--- src/hdl/utf8_to_utf16_decoder_defines.svh ---
// Assertion macros shared by the decoder RTL.
`ifndef UTF8_TO_UTF16_DECODER_DEFINES_SVH
`define UTF8_TO_UTF16_DECODER_DEFINES_SVH

`ifndef SYNTHESIS

// Check a property on every clock edge outside reset.
`define U8U16_ASSERT(lbl, prop) \
  lbl: assert property (@(posedge clk) disable iff (!rst_n) (prop)) \
    else $error("u8u16 assertion failed");

// Check that a condition leads to an expression on the next edge.
`define U8U16_ASSERT_NEXT(lbl, cond, expr) \
  lbl: assert property (@(posedge clk) disable iff (!rst_n) (cond) |=> (expr)) \
    else $error("u8u16 next-cycle assertion failed");

`else

`define U8U16_ASSERT(lbl, prop)
`define U8U16_ASSERT_NEXT(lbl, cond, expr)

`endif

`endif

--- src/hdl/u8u16_pkg.sv ---
// Types and constants shared by the UTF-8 to UTF-16 decoder.
`default_nettype none

package u8u16_pkg;

  typedef enum logic [1:0] {
    ST_OK      = 2'd0,
    ST_TRUNC   = 2'd1,
    ST_ILLEGAL = 2'd2
  } status_t;

  typedef struct packed {
    logic [15:0] unit;
    status_t     status;
    logic        last;
  } result_t;

  // Results produced by one accepted byte: zero, one or two.
  typedef struct packed {
    logic [1:0] cnt;
    result_t    r0;
    result_t    r1;
  } dec_out_t;

  localparam int FIFO_DEPTH = 4;
  localparam int FIFO_AW    = $clog2(FIFO_DEPTH);
  localparam int FIFO_CW    = $clog2(FIFO_DEPTH + 1);

  localparam logic [20:0] CP_PLANE1   = 21'h010000;
  localparam logic [20:0] CP_BMP_MAX  = 21'h00FFFF;
  localparam logic [20:0] CP_MAX      = 21'h10FFFF;
  localparam logic [20:0] CP_SURR_LO  = 21'h00D800;
  localparam logic [20:0] CP_SURR_HI  = 21'h00DFFF;
  localparam logic [15:0] REPL_CHAR   = 16'hFFFD;
  localparam logic [5:0]  HI_SURR_TAG = 6'b110110;
  localparam logic [5:0]  LO_SURR_TAG = 6'b110111;

  localparam logic [7:0] LEAD_MIN_OK = 8'hC2;
  localparam logic [7:0] LEAD_MAX_OK = 8'hF4;
  localparam logic [7:0] LEAD_E0     = 8'hE0;
  localparam logic [7:0] LEAD_F0     = 8'hF0;
  localparam logic [7:0] LEAD_F4     = 8'hF4;
  localparam logic [7:0] CONT_MIN    = 8'h80;
  localparam logic [7:0] CONT_MAX    = 8'hBF;
  localparam logic [7:0] E0_SEC_MIN  = 8'hA0;
  localparam logic [7:0] F0_SEC_MIN  = 8'h90;
  localparam logic [7:0] F4_SEC_MAX  = 8'h8F;

endpackage

`default_nettype wire

--- src/hdl/u8u16_seq.sv ---
// Sequence collector, legality check and UTF-16 conversion for one byte.
`default_nettype none
`include "utf8_to_utf16_decoder_defines.svh"

module u8u16_seq import u8u16_pkg::*; (
  input  wire logic       clk,
  input  wire logic       rst_n,
  input  wire logic       cfg_we,
  input  wire logic       cfg_strict,
  input  wire logic       in_fire,
  input  wire logic [7:0] in_byte,
  input  wire logic       in_eos,
  output dec_out_t        res
);

  logic        strict_r;
  logic [7:0]  lead_r, lead_nxt;
  logic [2:0]  total_r, total_nxt;
  logic [2:0]  pending_r, pending_nxt;
  logic [7:0]  second_r, second_nxt;
  logic        tail_r, tail_nxt;
  logic [20:0] acc_r, acc_nxt;
  logic        disc_r, disc_nxt;

  logic [2:0]  trail;
  logic [7:0]  upd_lead;
  logic [2:0]  upd_total;
  logic [2:0]  upd_pending;
  logic [7:0]  upd_second;
  logic        upd_tail;
  logic [20:0] upd_acc;

  logic        len_bad;
  logic        lead_bad;
  logic        second_bad;
  logic        is_bmp;
  logic        is_surr;
  logic        is_over;
  logic        illegal;
  logic [20:0] ch_off;

  function automatic logic [2:0] trail_count(input logic [7:0] b);
    priority if (b < 8'hC0) trail_count = 3'd0;
    else if (b < 8'hE0)     trail_count = 3'd1;
    else if (b < 8'hF0)     trail_count = 3'd2;
    else if (b < 8'hF8)     trail_count = 3'd3;
    else if (b < 8'hFC)     trail_count = 3'd4;
    else                    trail_count = 3'd5;
  endfunction

  function automatic logic [7:0] lead_mask(input logic [2:0] t);
    unique case (t)
      3'd0:    lead_mask = 8'h7F;
      3'd1:    lead_mask = 8'h1F;
      3'd2:    lead_mask = 8'h0F;
      3'd3:    lead_mask = 8'h07;
      3'd4:    lead_mask = 8'h03;
      default: lead_mask = 8'h01;
    endcase
  endfunction

  assign trail = trail_count(in_byte);

  // Fold the byte into the sequence: a new lead byte, or one more trailing byte.
  always_comb begin
    upd_lead    = lead_r;
    upd_total   = total_r;
    upd_pending = pending_r;
    upd_second  = second_r;
    upd_tail    = tail_r;
    upd_acc     = acc_r;
    if (pending_r == 3'd0) begin
      upd_lead    = in_byte;
      upd_total   = trail + 3'd1;
      upd_pending = trail;
      upd_second  = 8'h00;
      upd_tail    = 1'b0;
      upd_acc     = {13'd0, in_byte & lead_mask(trail)};
    end else begin
      if (total_r - pending_r == 3'd1) begin
        upd_second = in_byte;
      end else if (in_byte < CONT_MIN || in_byte > CONT_MAX) begin
        upd_tail = 1'b1;
      end
      upd_acc     = {acc_r[14:0], in_byte[5:0]};
      upd_pending = pending_r - 3'd1;
    end
  end

  assign len_bad  = (upd_total == 3'd0) || (upd_total > 3'd4);
  assign lead_bad = (upd_lead >= CONT_MIN && upd_lead < LEAD_MIN_OK) ||
                    (upd_lead > LEAD_MAX_OK);

  always_comb begin
    second_bad = 1'b0;
    if (upd_total >= 3'd2) begin
      priority if (upd_second > CONT_MAX) second_bad = 1'b1;
      else if (upd_lead == LEAD_E0)       second_bad = upd_second < E0_SEC_MIN;
      else if (upd_lead == LEAD_F0)       second_bad = upd_second < F0_SEC_MIN;
      else if (upd_lead == LEAD_F4)       second_bad = (upd_second < CONT_MIN) ||
                                                       (upd_second > F4_SEC_MAX);
      else                                second_bad = upd_second < CONT_MIN;
    end
  end

  assign is_bmp  = upd_acc <= CP_BMP_MAX;
  assign is_surr = (upd_acc >= CP_SURR_LO) && (upd_acc <= CP_SURR_HI);
  assign is_over = upd_acc > CP_MAX;
  assign ch_off  = upd_acc - CP_PLANE1;
  assign illegal = len_bad || lead_bad || second_bad || upd_tail ||
                   (strict_r && is_bmp && is_surr) || (strict_r && is_over);

  // Results and next state; finished or truncated sequences clear to idle, but an illegal one before in_eos discards.
  always_comb begin
    lead_nxt    = upd_lead;
    total_nxt   = upd_total;
    pending_nxt = upd_pending;
    second_nxt  = upd_second;
    tail_nxt    = upd_tail;
    acc_nxt     = upd_acc;
    disc_nxt    = disc_r;
    res         = '0;
    if (!in_fire || disc_r) begin
      lead_nxt    = lead_r;
      total_nxt   = total_r;
      pending_nxt = pending_r;
      second_nxt  = second_r;
      tail_nxt    = tail_r;
      acc_nxt     = acc_r;
    end
    if (in_fire && (disc_r ? in_eos : (upd_pending == 3'd0 || in_eos))) begin
      lead_nxt    = '0;
      total_nxt   = '0;
      pending_nxt = '0;
      second_nxt  = '0;
      tail_nxt    = 1'b0;
      acc_nxt     = '0;
    end
    if (in_fire) begin
      if (disc_r) begin
        if (in_eos) disc_nxt = 1'b0;
      end else if (upd_pending != 3'd0) begin
        if (in_eos) begin
          res.cnt       = 2'd1;
          res.r0.status = ST_TRUNC;
          res.r0.last   = 1'b1;
        end
      end else begin
        res.cnt = 2'd1;
        res.r0.last = 1'b1;
        priority if (illegal) begin
          res.r0.status = ST_ILLEGAL;
          disc_nxt      = !in_eos;
        end else if (is_bmp) begin
          res.r0.unit = upd_acc[15:0];
        end else if (is_over) begin
          res.r0.unit = REPL_CHAR;
        end else begin
          res.cnt       = 2'd2;
          res.r0.unit   = {HI_SURR_TAG, ch_off[19:10]};
          res.r0.last   = 1'b0;
          res.r1.unit   = {LO_SURR_TAG, ch_off[9:0]};
          res.r1.status = ST_OK;
          res.r1.last   = 1'b1;
        end
      end
    end
  end

  always_ff @(posedge clk) begin
    if (!rst_n) begin
      strict_r  <= 1'b1;
      lead_r    <= '0;
      total_r   <= '0;
      pending_r <= '0;
      second_r  <= '0;
      tail_r    <= 1'b0;
      acc_r     <= '0;
      disc_r    <= 1'b0;
    end else begin
      if (cfg_we) strict_r <= cfg_strict;
      lead_r    <= lead_nxt;
      total_r   <= total_nxt;
      pending_r <= pending_nxt;
      second_r  <= second_nxt;
      tail_r    <= tail_nxt;
      acc_r     <= acc_nxt;
      disc_r    <= disc_nxt;
    end
  end

  `U8U16_ASSERT(a_disc_idle, disc_r |-> (pending_r == 3'd0 && total_r == 3'd0))
  `U8U16_ASSERT(a_pending_lt_total, (pending_r != 3'd0) |-> (pending_r < total_r))
  `U8U16_ASSERT(a_pair_shape, (res.cnt == 2'd2) |-> (!res.r0.last && res.r1.last))
  `U8U16_ASSERT_NEXT(a_eos_idle, in_fire && in_eos, pending_r == 3'd0 && !disc_r)

endmodule

`default_nettype wire

--- src/hdl/u8u16_ofifo.sv ---
// Result buffer that takes up to two results a cycle and hands out one.
`default_nettype none
`include "utf8_to_utf16_decoder_defines.svh"

module u8u16_ofifo import u8u16_pkg::*; (
  input  wire logic     clk,
  input  wire logic     rst_n,
  input  wire dec_out_t push,
  input  wire logic     pop_ready,
  output logic          head_valid,
  output result_t       head,
  output logic          room_ok
);

  result_t              mem_r [FIFO_DEPTH];
  logic [FIFO_AW-1:0]   wr_ptr_r, wr_ptr_nxt;
  logic [FIFO_AW-1:0]   rd_ptr_r, rd_ptr_nxt;
  logic [FIFO_AW-1:0]   wr_inc;
  logic [FIFO_CW-1:0]   count_r, count_nxt;
  logic                 pop;

  assign head_valid = count_r != '0;
  assign head       = mem_r[rd_ptr_r];
  assign pop        = head_valid && pop_ready;
  // Leave room for a surrogate pair.
  assign room_ok    = count_r <= FIFO_CW'(FIFO_DEPTH - 2);

  assign wr_inc     = wr_ptr_r + FIFO_AW'(1);
  assign wr_ptr_nxt = wr_ptr_r + FIFO_AW'(push.cnt);
  assign rd_ptr_nxt = rd_ptr_r + FIFO_AW'(pop);
  assign count_nxt  = count_r + FIFO_CW'(push.cnt) - FIFO_CW'(pop);

  always_ff @(posedge clk) begin
    if (push.cnt != 2'd0) mem_r[wr_ptr_r] <= push.r0;
    if (push.cnt == 2'd2) mem_r[wr_inc]   <= push.r1;
  end

  always_ff @(posedge clk) begin
    if (!rst_n) begin
      wr_ptr_r <= '0;
      rd_ptr_r <= '0;
      count_r  <= '0;
    end else begin
      wr_ptr_r <= wr_ptr_nxt;
      rd_ptr_r <= rd_ptr_nxt;
      count_r  <= count_nxt;
    end
  end

  `U8U16_ASSERT(a_no_overflow, count_r <= FIFO_CW'(FIFO_DEPTH))
  `U8U16_ASSERT(a_push_has_room, (push.cnt != 2'd0) |-> room_ok)
  `U8U16_ASSERT(a_empty_ptrs, (count_r == '0) |-> (wr_ptr_r == rd_ptr_r))

endmodule

`default_nettype wire

--- src/hdl/utf8_to_utf16_decoder.sv ---
// Top level of the UTF-8 to UTF-16 stream decoder.
//
//   channel | dir | handshake               | content
//   --------+-----+-------------------------+-----------------------------------
//   cfg     | in  | cfg_valid / cfg_ready   | cfg_data = strict_mode
//   in      | in  | in_tvalid / in_tready   | in_tdata = byte, in_tlast = end of stream
//   out     | out | out_tvalid / out_tready | out_tdata = unit, out_tuser = status,
//           |     |                         | out_tlast = last result of the byte
//
// One byte is taken per cycle while in_tready is high; its results are written into the result buffer at the beat.
// A surrogate pair gives two results; a four-entry result buffer absorbs it.
// in_tready falls while the buffer holds more than two results (out_tready low).
// Reset is synchronous; the block is ready in the first cycle after it.
`default_nettype none

module utf8_to_utf16_decoder import u8u16_pkg::*; (
  input  wire logic        clk,
  input  wire logic        rst_n,
  input  wire logic        cfg_valid,
  output logic             cfg_ready,
  input  wire logic        cfg_data,    // [0] strict_mode
  input  wire logic        in_tvalid,
  output logic             in_tready,
  input  wire logic [7:0]  in_tdata,    // [7:0] in_byte
  input  wire logic        in_tlast,
  output logic             out_tvalid,
  input  wire logic        out_tready,
  output logic [15:0]      out_tdata,   // [15:0] code_unit
  output logic [1:0]       out_tuser,   // [1:0] status
  output logic             out_tlast
);

  dec_out_t dec;
  result_t  head;
  logic     room_ok;
  logic     in_fire;

  assign cfg_ready = 1'b1;
  assign in_tready = room_ok;
  assign in_fire   = in_tvalid && room_ok;

  u8u16_seq u_seq (
    .clk        (clk),
    .rst_n      (rst_n),
    .cfg_we     (cfg_valid),
    .cfg_strict (cfg_data),
    .in_fire    (in_fire),
    .in_byte    (in_tdata),
    .in_eos     (in_tlast),
    .res        (dec)
  );

  u8u16_ofifo u_ofifo (
    .clk        (clk),
    .rst_n      (rst_n),
    .push       (dec),
    .pop_ready  (out_tready),
    .head_valid (out_tvalid),
    .head       (head),
    .room_ok    (room_ok)
  );

  assign out_tdata = head.unit;
  assign out_tuser = head.status;
  assign out_tlast = head.last;

endmodule

`default_nettype wire
--- config.mk ---
export PLATFORM = sky130hd
export DESIGN_NAME = utf8_to_utf16_decoder
export DESIGN_NICKNAME = d
export VERILOG_FILES = /design/src/hdl/u8u16_pkg.sv /design/src/hdl/u8u16_seq.sv /design/src/hdl/u8u16_ofifo.sv /design/src/hdl/utf8_to_utf16_decoder.sv
export VERILOG_INCLUDE_DIRS = /design/src /design/src/hdl
export SDC_FILE = /design/constraint.sdc
export NUM_CORES = 1
export LEC_CHECK = 0
export BUFFER_PORTS_ARGS = -buffer_cell sky130_fd_sc_hd__buf_2
export CORE_ASPECT_RATIO = 0.8
export CORE_UTILIZATION = 60
export CTS_CLUSTER_DIAMETER = 40
export DETAILED_ROUTE_END_ITERATION = 7
export GPL_ROUTABILITY_DRIVEN = 0
export GPL_TIMING_DRIVEN = 0
export MAX_ROUTING_LAYER = met4
export PLACE_DENSITY = 0.87
export SLEW_MARGIN = 20
export SYNTH_ARGS = -nofsm -noshare
export SYNTH_HDL_FRONTEND = slang
export SYNTH_HIERARCHICAL = 1
export SYNTH_SLANG_ARGS = --single-unit
--- constraint.sdc ---
create_clock -name clk -period 6 [get_ports clk]
set_input_delay 0 -clock clk [delete_from_list [all_inputs] [get_ports clk]]
set_output_delay 0 -clock clk [all_outputs]
set_load 0.05 [all_outputs]
# == Word level (Yosys, flattened, before mapping) ==
# Memory sizes are Yosys's and may differ from the RTL's. A register that Yosys moved wholly into a read port is not among the register bits.
# Cells that the tools add are included.
# classes
multipliers,0
shifts,0
n_eq_ne,9
bitwise,2
n_lt_le_gt_ge,22
n_reduce_logical,29
n_addsub,9
mux,48
div_mod_pow,0
# op_table
cell,count
$lt 8x8->1 const B,10
$mux 40,2
$mux 20,3
$le 21x16->1 const B,2
$pmux 7 s5,1
$gt 8x8->1 const B,4
$mux 16,2
$mux 8,4
$eq 8x8->1 const B,3
$ge 21x16->1 const B,1
$gt 21x21->1 const B,1
$mux 21,1
$mux 3,7
$sub 20x17->20 const B,1
$mux 1,19
$mux 19,1
$mux 18,1
$mux 14,1
$logic_not 3->1,4
$mux 2,6
$logic_or 1x1->1,11
$and 8x8->8,1
$ge 8x8->1 const B,1
$logic_and 1x1->1,8
other kinds (20),24
# totals
register_bits,47
ram_bits,76
wordCells,131
output_inout_bits,22
rom_bits,0
latchBits,0
mem_count,1
# mem_list
memory,words,word_bits,rd,rd_clocked_by_memory_dff,write_ports,line_no,rtl
u_ofifo.mem_r,4,19,1,1,2,u8u16_ofifo.sv:15,result_t mem_r [FIFO_DEPTH];

# == Logic depth before layout (Yosys ltp) ==
# depth
depth_word,23
depth_mapped,22
mapped_depth_nobuf,17

# == Modules after synthesis ==
# Netlist, hierarchy kept.
# by_module_without_submodules
module,n_inst,seq_area_each_um2,cells_per_inst,area_each_um2
u8u16_ofifo,1,2422.3,231,4240.3
u8u16_seq,1,720.7,379,2695.1
utf8_to_utf16_decoder,1,0.0,3,17.5

# == Worst setup path after synthesis ==
# OpenSTA, ideal clock, no wires.
# synth_path
kind,register to register
start,reg u_seq.pending_r[0]
end,mem u_ofifo/mem_r[0][0] in the netlist's numbering (enable)
arrival_time_ps,4314
path_stages_with_launch,19
setup_time_ps,401
setup_slack_ps,1284
n_path_buf,5
cell_sequence,dfxtp_1 -> inv_1 -> ha_1 -> nand2b_1 -> buf_2 -> buf_2 -> clkbuf_1 -> buf_1 -> nand2_1 -> ha_1 -> nand2_1 -> inv_1 -> and4_1 -> a211oi_2 -> nor4_1 -> nor3_1 -> buf_4 -> nor2_1 -> a21oi_1
# synth_rtl
item,line_no,rtl
from (decl),u8u16_seq.sv:19,"logic [2:0] pending_r, pending_nxt;"
from (signal assigned),u8u16_seq.sv:184,pending_r <= pending_nxt;
to (decl),u8u16_ofifo.sv:15,

==> results.md <==
* Max-slew violations at 0
* Inserted Clock Buffers at 17
* FFs w/ async S/R, synth at 0%
* Tcrit/Tclk final at 93.8%
* Num ports at 37
* Longest Clk Path Bufs at 2
* Synth top cells by count: 76 x edfxtp_1, 62 x nand2_1, 57 x mux2_2, 46 x nor2_1, 43 x dfxtp_1
* Setup bufs post-CTS at 0
* Die height at 98.3 um
* Post-synthesis instance total at a little over 600
* Fin crit period at 5.63 ns
* CTS tree: done
* Power, Total at approximately 0.0034 W
* Post-route ant nets at 0
* Synth top area share at 32.8%
* Yosys top cell by area: edfxtp_1
* Synth-to-Final Area Change at 15.7%
* Most frequent cell after synthesis: edfxtp_1
* H-tree Lvls at 4
* Worst-path clk slew at 0.06 ns
* Via count at 5492
* Fin. Hold Viols at 0
* Setup slack, reg-to-reg at approximately 0.37 ns
* WS Path Type: reg -> reg
* Root buffer cell: clkbuf_16
* CP required at just over 6 ns
* Register bit total from synthesis at 119
* Worst reg2reg path endpoint: u_ofifo/mem_r[1][8]$_DFFE_PP_
* EDFF count, synth at 76
* Cell Count, Final, Fillers Out at 834
* Post-synthesis compound-gate area fraction at 10.0%
* Main flop type after synthesis: edfxtp_1
* Vias in the first global route at 5402
* CP bufs+invs at 10
* Adder-Cell Fraction of Synth Area at 2.74%
* GRT overflow at 0
* Post-synthesis mux area share at 20.8%
* Peak supply drop at 0.305 mV
* Power Dens Cells at around 420 nW/um^2
* Syn_area_per_cell at approximately 11 sq um
* Port Buf Inserts at 33
* Slew margin rel. at 38.2%
* First-pass GRT wire length at about 28000 um
* Warnings from Yosys at 6
* LEAKAGE at 2.97 nW
* RSZ-0062 raised after global routing: no
* Largest family of logic cells by synthesized area: multiplexers
* Ant diodes at 0
* Die W at between 100 and 150 um
* Reg2reg path depth at 19
* Total die area at between 10000 and 15000 sq um
* GRT Overall Usage at 32.3%
* Clock sink count at 119
* DRT Pass-1 Iters at 7
* # rows at 34
* Min Hold Slack at 0.0447 ns
* Seq/Total Area, Yosys at 45.2%
* Worst-Margin Slew at 0.927 ns
* Area contributors post-synth: edfxtp_1 33%, dfxtp_1 12%, mux2_2 9.2%
* R2R Path Start: u_seq/pending_r[0]$_SDFFE_PP0N_
* Slowest-stage cell, CP: or4_4
* Crit-path cells: inv_1 -> ha_1 -> nand2b_1 -> buf_2 -> buf_2 -> clkbuf_1 -> buf_1 -> nand2_1 -> ha_1 -> o21ai_0 -> o2bb2ai_1 -> or4_4 -> buf_6 -> inv_2 -> buf_4 -> nor4b_2 -> buf_4 -> buf_6 -> mux2_2
* Worst EP arrival at 5.79 ns
* Largest net degree at the start of global routing at 20
* Simple-gate portion of the synthesized area at 14.0%
* Worst Setup SP: u_seq/pending_r[0]$_SDFFE_PP0N_
* Highest Clock Rate at about 180 MHz
* CP max stage delay at 0.54 ns
* # placed instances at ~790
* Setup violations, final at 0
* Final WL at 17600 um
* Fin nets at 706
* Final HPWL DP at 11700 um
* Status: complete, no violations
* Clk_lat worst skew at between 0.4 and 0.5 ns
* Final Skew at 0.00938 ns
* CORE AREA at 11100 sq um
* Share of layout cells above drive strength 1 at 30.1%
* Drt via density at 6.59
* Mapped Area at 6950 sq um
* Initial antenna violation count at 0
* Filler cells at roughly 690
* Wire per inst at 21.1 um
* DRC viols at 0
* Number of library cell types mapped by synthesis at 66
* Post-Synth XOR/XNOR Area at about 1.3%
* Type of origin of the critical path: flop
* Crit Path Max Fanout at 10
* Util after Layout at 72.7%
* MaxCap Viol Count at 0
* Kind of cell adding the most delay to the critical path: buffers and inverters
* DRT iter0 DRCs at about 940
* HP Class: in -> reg
* Critical path capture point type: flop
* Starting Density at 62.9%
* CP endpoint: u_ofifo/mem_r[1][8]$_DFFE_PP_
* Critical path depth at 19
[final cells by class]
cell class | instances | area (sq um) | area share [%]
plain buffers | 50 | 329 | 4.09
clock buffers | 19 | 433 | 5.38
clock inverters | 13 | 156 | 1.94
inverters | 19 | 71.3 | 0.886
multi-input cells | 427 | 3460 | 43.0
flip-flops and latches | 119 | 3140 | 39.1
well taps | 144 | 180 | 2.24
repair buffers | 43 | 270 | 3.36
[per-layer routing]
layer / track usage [%] / vias up / routed length, um
met5: - / - / 0
met4: 10.3 / 0 / 450
met3: 9.64 / 78 / 1900
met2: 48.6 / 387 / 8310
met1: 41.8 / 2632 / 6960
li1: - / 2395 / -
[stage by stage]
stage / setup TNS [ns] / worst slack [ns] / cell area [sq um]
final: 0 / 0.372 / 8050
after global routing: 0 / 0.105 / 8050
after CTS: 0 / 0.307 / 8030
after detailed placement: 0 / 0.376 / 7350
after global placement: -17.79 / -0.292 / 7310
after floorplan: 0 / 1.28 / 6960
[how the worst min path moves through the flow]
stage	depth (start not counted)	from	end	slack, ns
finish	3	in_tdata[7]	u_seq/lead_r[7]$_SDFFE_PP0N_	0.04
global placement	2	cfg_valid	u_seq/strict_r$_SDFFE_PN1P_	0.22
floorplan	1	rst_n	u_seq/strict_r$_SDFFE_PN1P_	0.1
CTS	3	in_tdata[7]	u_seq/lead_r[7]$_SDFFE_PP0N_	0.02
global route	3	in_tdata[7]	u_seq/lead_r[7]$_SDFFE_PP0N_	0.08
detailed placement	2	cfg_valid	u_seq/strict_r$_SDFFE_PN1P_	0.23
[kinds of logic after synthesis]
logic type | Yosys count
muxes | 104
DFF | 119
xor gates and xnor gates | 6
AOI/OAI and AO/OA | 106
adders and majority gates | 14
other | 2
and+or+nand+nor | 193
buffers and inverters | 69
[cell usage in the layout (no fill, tap or decap), drive strengths merged, types with 9 or more instances in the layout]
cell / n
a211oi: 13
a21oi: 41
buf: 66
clkbuf: 37
dfxtp: 43
dlygate4sd3: 9
edfxtp: 76
ha: 12
inv: 19
mux2: 79
mux4: 19
nand2: 62
nand3: 13
nor2: 54
nor3: 13
o21ai: 12
[power breakdown]
part | leakage [nW] | switching [W] | internal (W)
Clock | 0.276 | 0.000365 | 0.000649
Sequential | 1.08 | 0.0000809 | 0.00102
Combinational | 1.62 | 0.000848 | 0.000428
Total | 2.97 | 0.00129 | 0.00209
[flip-flops by register name, indices dropped and copies added, names as in the netlist]
signal            count
u_seq/strict_r        1
u_ofifo/rd_ptr_r      2
u_ofifo/count_r       3
u_seq/acc_r          15
u_seq/second_r        4
u_ofifo/mem_r        76
u_seq/disc_r          1
u_seq/tail_r          1
u_seq/lead_r          8
u_seq/pending_r       3
u_ofifo/wr_ptr_r      2
u_seq/total_r         3
[worst register-to-register path, delay by kind of cell (launching register included)]
kind / cells / cell delay (ns)
buffers and inverters: 10 / 2.49
AND/OR/NAND/NOR: 4 / 1.12
AO/OA/AOI/OAI: 2 / 0.53
adder cells (fa/ha/maj): 2 / 0.48
flip-flops: 1 / 0.42
multiplexers: 1 / 0.36
[timing repair]
item / in CTS / in global routing
endpoints found under the hold margin: 14 / 0
hold buffers: 9 / 0
resized for setup: 0 / 2
endpoints found under the setup margin: 0 / 100
(Power assumes the default switching activity.)
